File: src/rhc_pkg.sv
`timescale 1ns / 1ps
`default_nettype none
// ----------------------------------------------------------------------------
// rhc_pkg
// Shared constants, types and helpers of the RGB / HSL color converter.
// ----------------------------------------------------------------------------
package rhc_pkg;

    // fixed-point formats
    localparam int CH_BITS  = 16;
    localparam int HUE_FRAC = 6;
    localparam int DEN_W    = CH_BITS + 1;
    localparam int Q_W      = CH_BITS + 1;
    localparam int NUM_W    = 32;
    localparam int HUE_W    = 15;

    localparam logic [CH_BITS-1:0] CH_MAX     = '1;
    localparam logic [17:0]        TWO_ONE    = 18'd131072;
    localparam logic [11:0]        SEC        = 12'(60 << HUE_FRAC);
    localparam logic [HUE_W-1:0]   HUE_FULL   = 15'(6 * (60 << HUE_FRAC));
    localparam logic [HUE_W-1:0]   HUE_MAX    = 15'(6 * (60 << HUE_FRAC) - 1);
    localparam logic [15:0]        THR_RESET  = 16'd7;

    // conversion direction
    localparam logic MODE_RGB2HSL = 1'b0;
    localparam logic MODE_HSL2RGB = 1'b1;

    // 60-degree hue sectors
    localparam logic [2:0] SECT_0 = 3'd0;
    localparam logic [2:0] SECT_1 = 3'd1;
    localparam logic [2:0] SECT_2 = 3'd2;
    localparam logic [2:0] SECT_3 = 3'd3;
    localparam logic [2:0] SECT_4 = 3'd4;
    localparam logic [2:0] SECT_5 = 3'd5;

    // side data that travels with each word through the divider
    typedef struct packed {
        logic                mode;
        logic                gray;
        logic                neg;
        logic [CH_BITS-1:0]  l;
        logic [CH_BITS-1:0]  c;
        logic [2:0]          sector;
    } t_side;

    // round(comp + l - c/2), in doubled units, clamped to channel range
    function automatic logic [CH_BITS-1:0] add_m(input logic [CH_BITS-1:0] comp,
                                                 input logic [CH_BITS-1:0] l,
                                                 input logic [CH_BITS-1:0] c);
        logic [17:0] twice;
        logic [17:0] v;
        twice = {1'b0, comp, 1'b0} + {1'b0, l, 1'b0};
        if (twice >= 18'(c)) begin
            v = (twice - 18'(c) + 18'd1) >> 1;
        end else begin
            v = '0;
        end
        return (v > 18'(CH_MAX)) ? CH_MAX : v[CH_BITS-1:0];
    endfunction

endpackage
`default_nettype wire

File: src/rhc_div.sv
`timescale 1ns / 1ps
`default_nettype none
// ----------------------------------------------------------------------------
// rhc_div
// Two pipelined restoring dividers, one quotient bit per stage, with
// a valid bit and side data carried alongside.
// ----------------------------------------------------------------------------
module rhc_div (
    input  wire logic                          i_clk,
    input  wire logic                          i_rst_n,
    input  wire logic                          i_en,
    input  wire logic                          i_valid,
    input  wire logic [rhc_pkg::NUM_W-1:0]     i_num_a,
    input  wire logic [rhc_pkg::DEN_W-1:0]     i_den_a,
    input  wire logic [rhc_pkg::NUM_W-1:0]     i_num_b,
    input  wire logic [rhc_pkg::DEN_W-1:0]     i_den_b,
    input  wire rhc_pkg::t_side                i_side,
    output logic                               o_valid,
    output logic [rhc_pkg::Q_W-1:0]            o_quot_a,
    output logic [rhc_pkg::Q_W-1:0]            o_quot_b,
    output rhc_pkg::t_side                     o_side
);

    localparam int QW = rhc_pkg::Q_W;
    localparam int DW = rhc_pkg::DEN_W;
    localparam int NW = rhc_pkg::NUM_W;

    logic          r_v     [QW];
    logic [DW-1:0] r_rem_a [QW];
    logic [DW-1:0] r_rem_b [QW];
    logic [QW-1:0] r_low_a [QW];
    logic [QW-1:0] r_low_b [QW];
    logic [QW-1:0] r_q_a   [QW];
    logic [QW-1:0] r_q_b   [QW];
    logic [DW-1:0] r_den_a [QW];
    logic [DW-1:0] r_den_b [QW];
    rhc_pkg::t_side r_side [QW];

    for (genvar k = 0; k < QW; k++) begin : g_stage
        logic          p_v;
        logic [DW-1:0] p_rem_a, p_rem_b, p_den_a, p_den_b;
        logic [QW-1:0] p_low_a, p_low_b, p_q_a, p_q_b;
        rhc_pkg::t_side p_side;
        logic [DW:0]   tr_a, tr_b;
        logic          ge_a, ge_b;

        // previous stage, or the operands for the first stage
        if (k == 0) begin : g_first
            assign p_v     = i_valid;
            assign p_rem_a = DW'(i_num_a[NW-1:QW]);
            assign p_rem_b = DW'(i_num_b[NW-1:QW]);
            assign p_low_a = i_num_a[QW-1:0];
            assign p_low_b = i_num_b[QW-1:0];
            assign p_q_a   = '0;
            assign p_q_b   = '0;
            assign p_den_a = i_den_a;
            assign p_den_b = i_den_b;
            assign p_side  = i_side;
        end else begin : g_next
            assign p_v     = r_v[k-1];
            assign p_rem_a = r_rem_a[k-1];
            assign p_rem_b = r_rem_b[k-1];
            assign p_low_a = r_low_a[k-1];
            assign p_low_b = r_low_b[k-1];
            assign p_q_a   = r_q_a[k-1];
            assign p_q_b   = r_q_b[k-1];
            assign p_den_a = r_den_a[k-1];
            assign p_den_b = r_den_b[k-1];
            assign p_side  = r_side[k-1];
        end

        // trial subtract
        assign tr_a = {p_rem_a, p_low_a[QW-1]};
        assign tr_b = {p_rem_b, p_low_b[QW-1]};
        assign ge_a = tr_a >= {1'b0, p_den_a};
        assign ge_b = tr_b >= {1'b0, p_den_b};

        always_ff @(posedge i_clk) begin
            if (!i_rst_n) begin
                r_v[k] <= 1'b0;
            end else if (i_en) begin
                r_v[k] <= p_v;
            end
        end

        always_ff @(posedge i_clk) begin
            if (i_en) begin
                r_rem_a[k] <= ge_a ? DW'(tr_a - {1'b0, p_den_a}) : tr_a[DW-1:0];
                r_rem_b[k] <= ge_b ? DW'(tr_b - {1'b0, p_den_b}) : tr_b[DW-1:0];
                r_low_a[k] <= {p_low_a[QW-2:0], 1'b0};
                r_low_b[k] <= {p_low_b[QW-2:0], 1'b0};
                r_q_a[k]   <= {p_q_a[QW-2:0], ge_a};
                r_q_b[k]   <= {p_q_b[QW-2:0], ge_b};
                r_den_a[k] <= p_den_a;
                r_den_b[k] <= p_den_b;
                r_side[k]  <= p_side;
            end
        end
    end

    assign o_valid  = r_v[QW-1];
    assign o_quot_a = r_q_a[QW-1];
    assign o_quot_b = r_q_b[QW-1];
    assign o_side   = r_side[QW-1];

endmodule
`default_nettype wire

File: config.mk
export PLATFORM = sky130hd
export DESIGN_NAME = rhc_div
export DESIGN_NICKNAME = d
export VERILOG_FILES = /design/src/rhc_pkg.sv /design/src/rhc_div.sv
export SDC_FILE = /design/constraint.sdc
export NUM_CORES = 2
export LEC_CHECK = 0
export ABC_AREA = 1
export BUFFER_PORTS_ARGS = -buffer_cell sky130_fd_sc_hd__buf_2
export CELL_PAD_IN_SITES_DETAIL_PLACEMENT = 1
export CELL_PAD_IN_SITES_GLOBAL_PLACEMENT = 1
export CORE_AREA = 2 2 369 645
export DETAILED_ROUTE_END_ITERATION = 7
export DIE_AREA = 0 0 371 647
export GPL_ROUTABILITY_DRIVEN = 0
export GPL_TIMING_DRIVEN = 0
export HOLD_SLACK_MARGIN = 0.02
export PLACE_DENSITY = 0.83
export REMOVE_ABC_BUFFERS = 1
export SETUP_SLACK_MARGIN = 0.2
export SLEW_MARGIN = 15
export SYNTH_ARGS = -nofsm -noshare
export SYNTH_HDL_FRONTEND = slang
export SYNTH_SLANG_ARGS = --single-unit
File: constraint.sdc
create_clock -name i_clk -period 3.4 [get_ports i_clk]
set_clock_uncertainty 0.1 [all_clocks]
set_input_delay 0.17 -clock i_clk [delete_from_list [all_inputs] [get_ports i_clk]]
set_output_delay 0.17 -clock i_clk [all_outputs]
set_load 0.01 [all_outputs]
==> flow_summary.ini <==
[power_and_ir_drop]
power_mw = 107
powerDensity_nw_per_um2 = 815
ir_drop_mv = 0.596
leakage_nw = 62.1

[hold_path]
holdPathStages = 4
min_from = i_num_a[28]
worstHoldEndpoint = r_rem_a[0][12]$_DFFE_PP_
hold_path.class = in -> reg

[routing]
ant_nets = 0
wl_um = 314000
dr.pass1.iters = 5
via_count = 83100
post_drt_wl_per_cell_um = 19.9
vias_per_cell = 5.27
drc = 0
drt_iter0_drc = 3519

[synthesis]
synth_area_um2 = 117000
yosysSeqAreaShare_pct = 59.8
synthCells = 11900
syn_area_per_cell_um2 = 9.85
synth_seq_cells = 2329
yosysUniqueCellTypes = 49
synth_warnings = 0

[setup_path]
reg2reg_from = r_den_b[0][52]$_DFFE_PP_
reg2reg_depth = 12
cpPeakStageDelay_ns = 0.60
cp_cell_sequence = inv_1, fa_1, nand2_1, nand2_1, nand3b_1, nand2_2, nand2_2, nand2_2, nand2_4, nand2_4, nand2_1, nand2_1
worstSetupPathType = reg -> reg
r2r_slack_ns = 0.27
required_ns = 3.83
r2r-end = r_rem_b[0][68]$_DFFE_PP_
worstPathMaxFanout = 18
worst_path_most_repeated_cell = nand2_1
arrival_ns = 3.56
worst_setup_path_end_kind = register
cp_slowest_cell = edfxtp_1
startpoint_type = register

[sta]
period_minus_slack_ns = 3.13
finalMaxSlewViolations = 0
rsz0062_at_grt = yes
whs_ns = 0.0837
period_share_pct = 92.0
finalHoldViolations = 0
max_freq_ghz = 0.320
final-setup-viol-count = 0
max-slew-margin-rel_pct = 37.1
tightest_slew_ns = 0.937

[clocking]
numClockSinks = 2329
cts_max_level = 4
cts_tree = built
clock_latency_ns = 0.93
numCtsBuffers = 218
clockBufferDepth = 4
clk_pin_slew_ns = 0.08
cts-root-buf = clkbuf_16

[global_route]
grt_use_total_pct = 26.1
grt_pass1_vias = 93700
overflow = 0
grt_pass1_wl_um = 488000
antenna_found_initial = 9
grt_max_degree = 164

[placed_design]
place_area_um2 = 121000
portBuffers = 212
place.detailed.hpwl_um = 228000

[finish]
layout_common_cells = 4150 x nand2_1, 2328 x edfxtp_1, 2190 x inv_1, 927 x nand3_1, 576 x ha_1
layout_commonest_cell = nand2_1
drive_gt1_share_pct = 7.36
layout.nets = 13300
fin_util_pct = 55.9
fin_area_um2 = 132000
synthToLayoutAreaGrowth_pct = 12.6

[flow_run]
drv_cap = 0

[outcome]
status = complete, no violations

[die]
core_area_um2 = 235000
pin_count = 213
design.die.area_um2 = 240000
rows = 236
start_util_pct = 49.7
die_x_um = 371
die_y_um = 647
[kinds of logic (layout without fill, tap and decap cells)]
| logic type | after synthesis | in the layout | synth area share (%) |
|---|---|---|---|
| other | 0 | 7 | 0 |
| AND/OR/NAND/NOR | 6033 | 6033 | 22.3 |
| XOR/XNOR | 224 | 224 | 1.68 |
| AO/OA/AOI/OAI | 346 | 346 | 1.58 |
| buffers and inverters | 2332 | 3139 | 7.92 |
| flip-flops | 2329 | 2329 | 59.8 |
| adder cells (fa/ha/maj) | 608 | 608 | 6.71 |
[metrics by stage]
stage | worst slack (ns) | cells | TNS, ns
detailed placement | -1.37 | 15100 | -479.09
floorplan | 1.20 | 11800 | 0
finish | 0.272 | 15800 | 0
global route | 0.178 | 15800 | 0
global placement | -44.03 | 15100 | -
CTS | 0.262 | 15800 | 0
[worst max-delay path by stage]
stage | start | end | depth (start not counted)
2_1_floorplan | r_low_b[0][63]$_DFFE_PP_ | r_rem_b[0][77]$_DFFE_PP_ | 14
3_3_place_gp | i_en | r_v[1]$_DFFE_PP_ | 3
3_5_place_dp | i_en | r_q_a[0][279]$_DFFE_PP_ | 7
4_1_cts | r_low_a[0][175]$_DFFE_PP_ | r_rem_a[0][188]$_DFFE_PP_ | 14
5_1_grt | i_den_b[11] | r_rem_b[0][12]$_DFFE_PP_ | 15
6_report | r_den_b[0][52]$_DFFE_PP_ | r_rem_b[0][68]$_DFFE_PP_ | 12
[power by group]
part | switching, mW | total (mW) | leakage [nW] | internal, mW
Sequential | 2.73 | 41.0 | 22.9 | 38.3
Combinational | 28.6 | 41.8 | 35.9 | 13.2
Clock | 11.0 | 24.5 | 3.38 | 13.5
[state kept, by name (all words and copies together) (netlist names)]
| name | cells |
|---|---|
| r_v | 17 |
| r_q_a | 153 |
| r_rem_a | 272 |
| r_rem_b | 272 |
| r_den_a | 272 |
| r_den_b | 272 |
| r_q_b | 153 |
| r_side | 646 |
| r_low_a | 136 |
| r_low_b | 136 |
[cells in the mapped netlist (all sizes together)]
| cell type | count | area, um2 |
|---|---|---|
| a21o | 1 | 7.51 |
| a21oi | 307 | 1560 |
| and2 | 40 | 250 |
| and3 | 26 | 164 |
| buf | 107 | 890 |
| clkbuf | 5 | 41.3 |
| dfxtp | 1 | 20.0 |
| edfxtp | 2328 | 69900 |
| fa | 32 | 641 |
| ha | 576 | 7210 |
| inv | 2220 | 8330 |
| nand2 | 4347 | 17100 |
| nand3 | 935 | 4730 |
| nand3b | 23 | 173 |
| nand4 | 61 | 382 |
| nor2 | 483 | 2160 |
| nor3 | 48 | 250 |
| nor3b | 1 | 12.5 |
| nor4 | 32 | 612 |
| o21a | 16 | 120 |
| o21ai | 16 | 125 |
| o21bai | 5 | 37.5 |
| o31ai | 1 | 7.51 |
| or2 | 37 | 231 |
| xnor2 | 32 | 280 |
| xor2 | 192 | 1680 |
[what timing repair did]
| item | in CTS | in global routing |
|---|---|---|
| setup buffers | 0 | 4 |
| gates cloned | 4 | 0 |
| hold buffers | 289 | 0 |
| pin swaps | 0 | 1 |
| endpoints found under the setup margin | 255 | 7 |
| hold endpoints to repair | 476 | 0 |
| gates resized for setup | 1 | 2 |
[final cells by class]
type	count	area, um2
fillers	26000	104000
flip-flops and latches	2329	69900
multi-input cells	7211	37800
inverters	2220	8330
clock buffers	248	5610
repair buffers	525	4750
well taps	3094	3870
clock inverters	146	1380
diodes	7	17.5
[routing by layer]
metal | vias to the layer above | wire length, um | global-route usage [%] | part of all wire [%]
li1 | 39500 | - | - | -
met5 | - | 14 | 0 | 0.0045
met4 | 4 | 33300 | 24.3 | 11
met3 | 1353 | 10300 | 3.71 | 3.3
met2 | 2068 | 178000 | 52.5 | 57
met1 | 40200 | 92800 | 20.6 | 30
[worst max-delay path: cells and delay by family, from the launching register on]
family	cells	cell delay, ns
buf+inv	1	0.16
fa+ha+maj	1	0.45
flops	1	0.60
simple gates	10	1.44
Power figures use the tool's default switching activity.
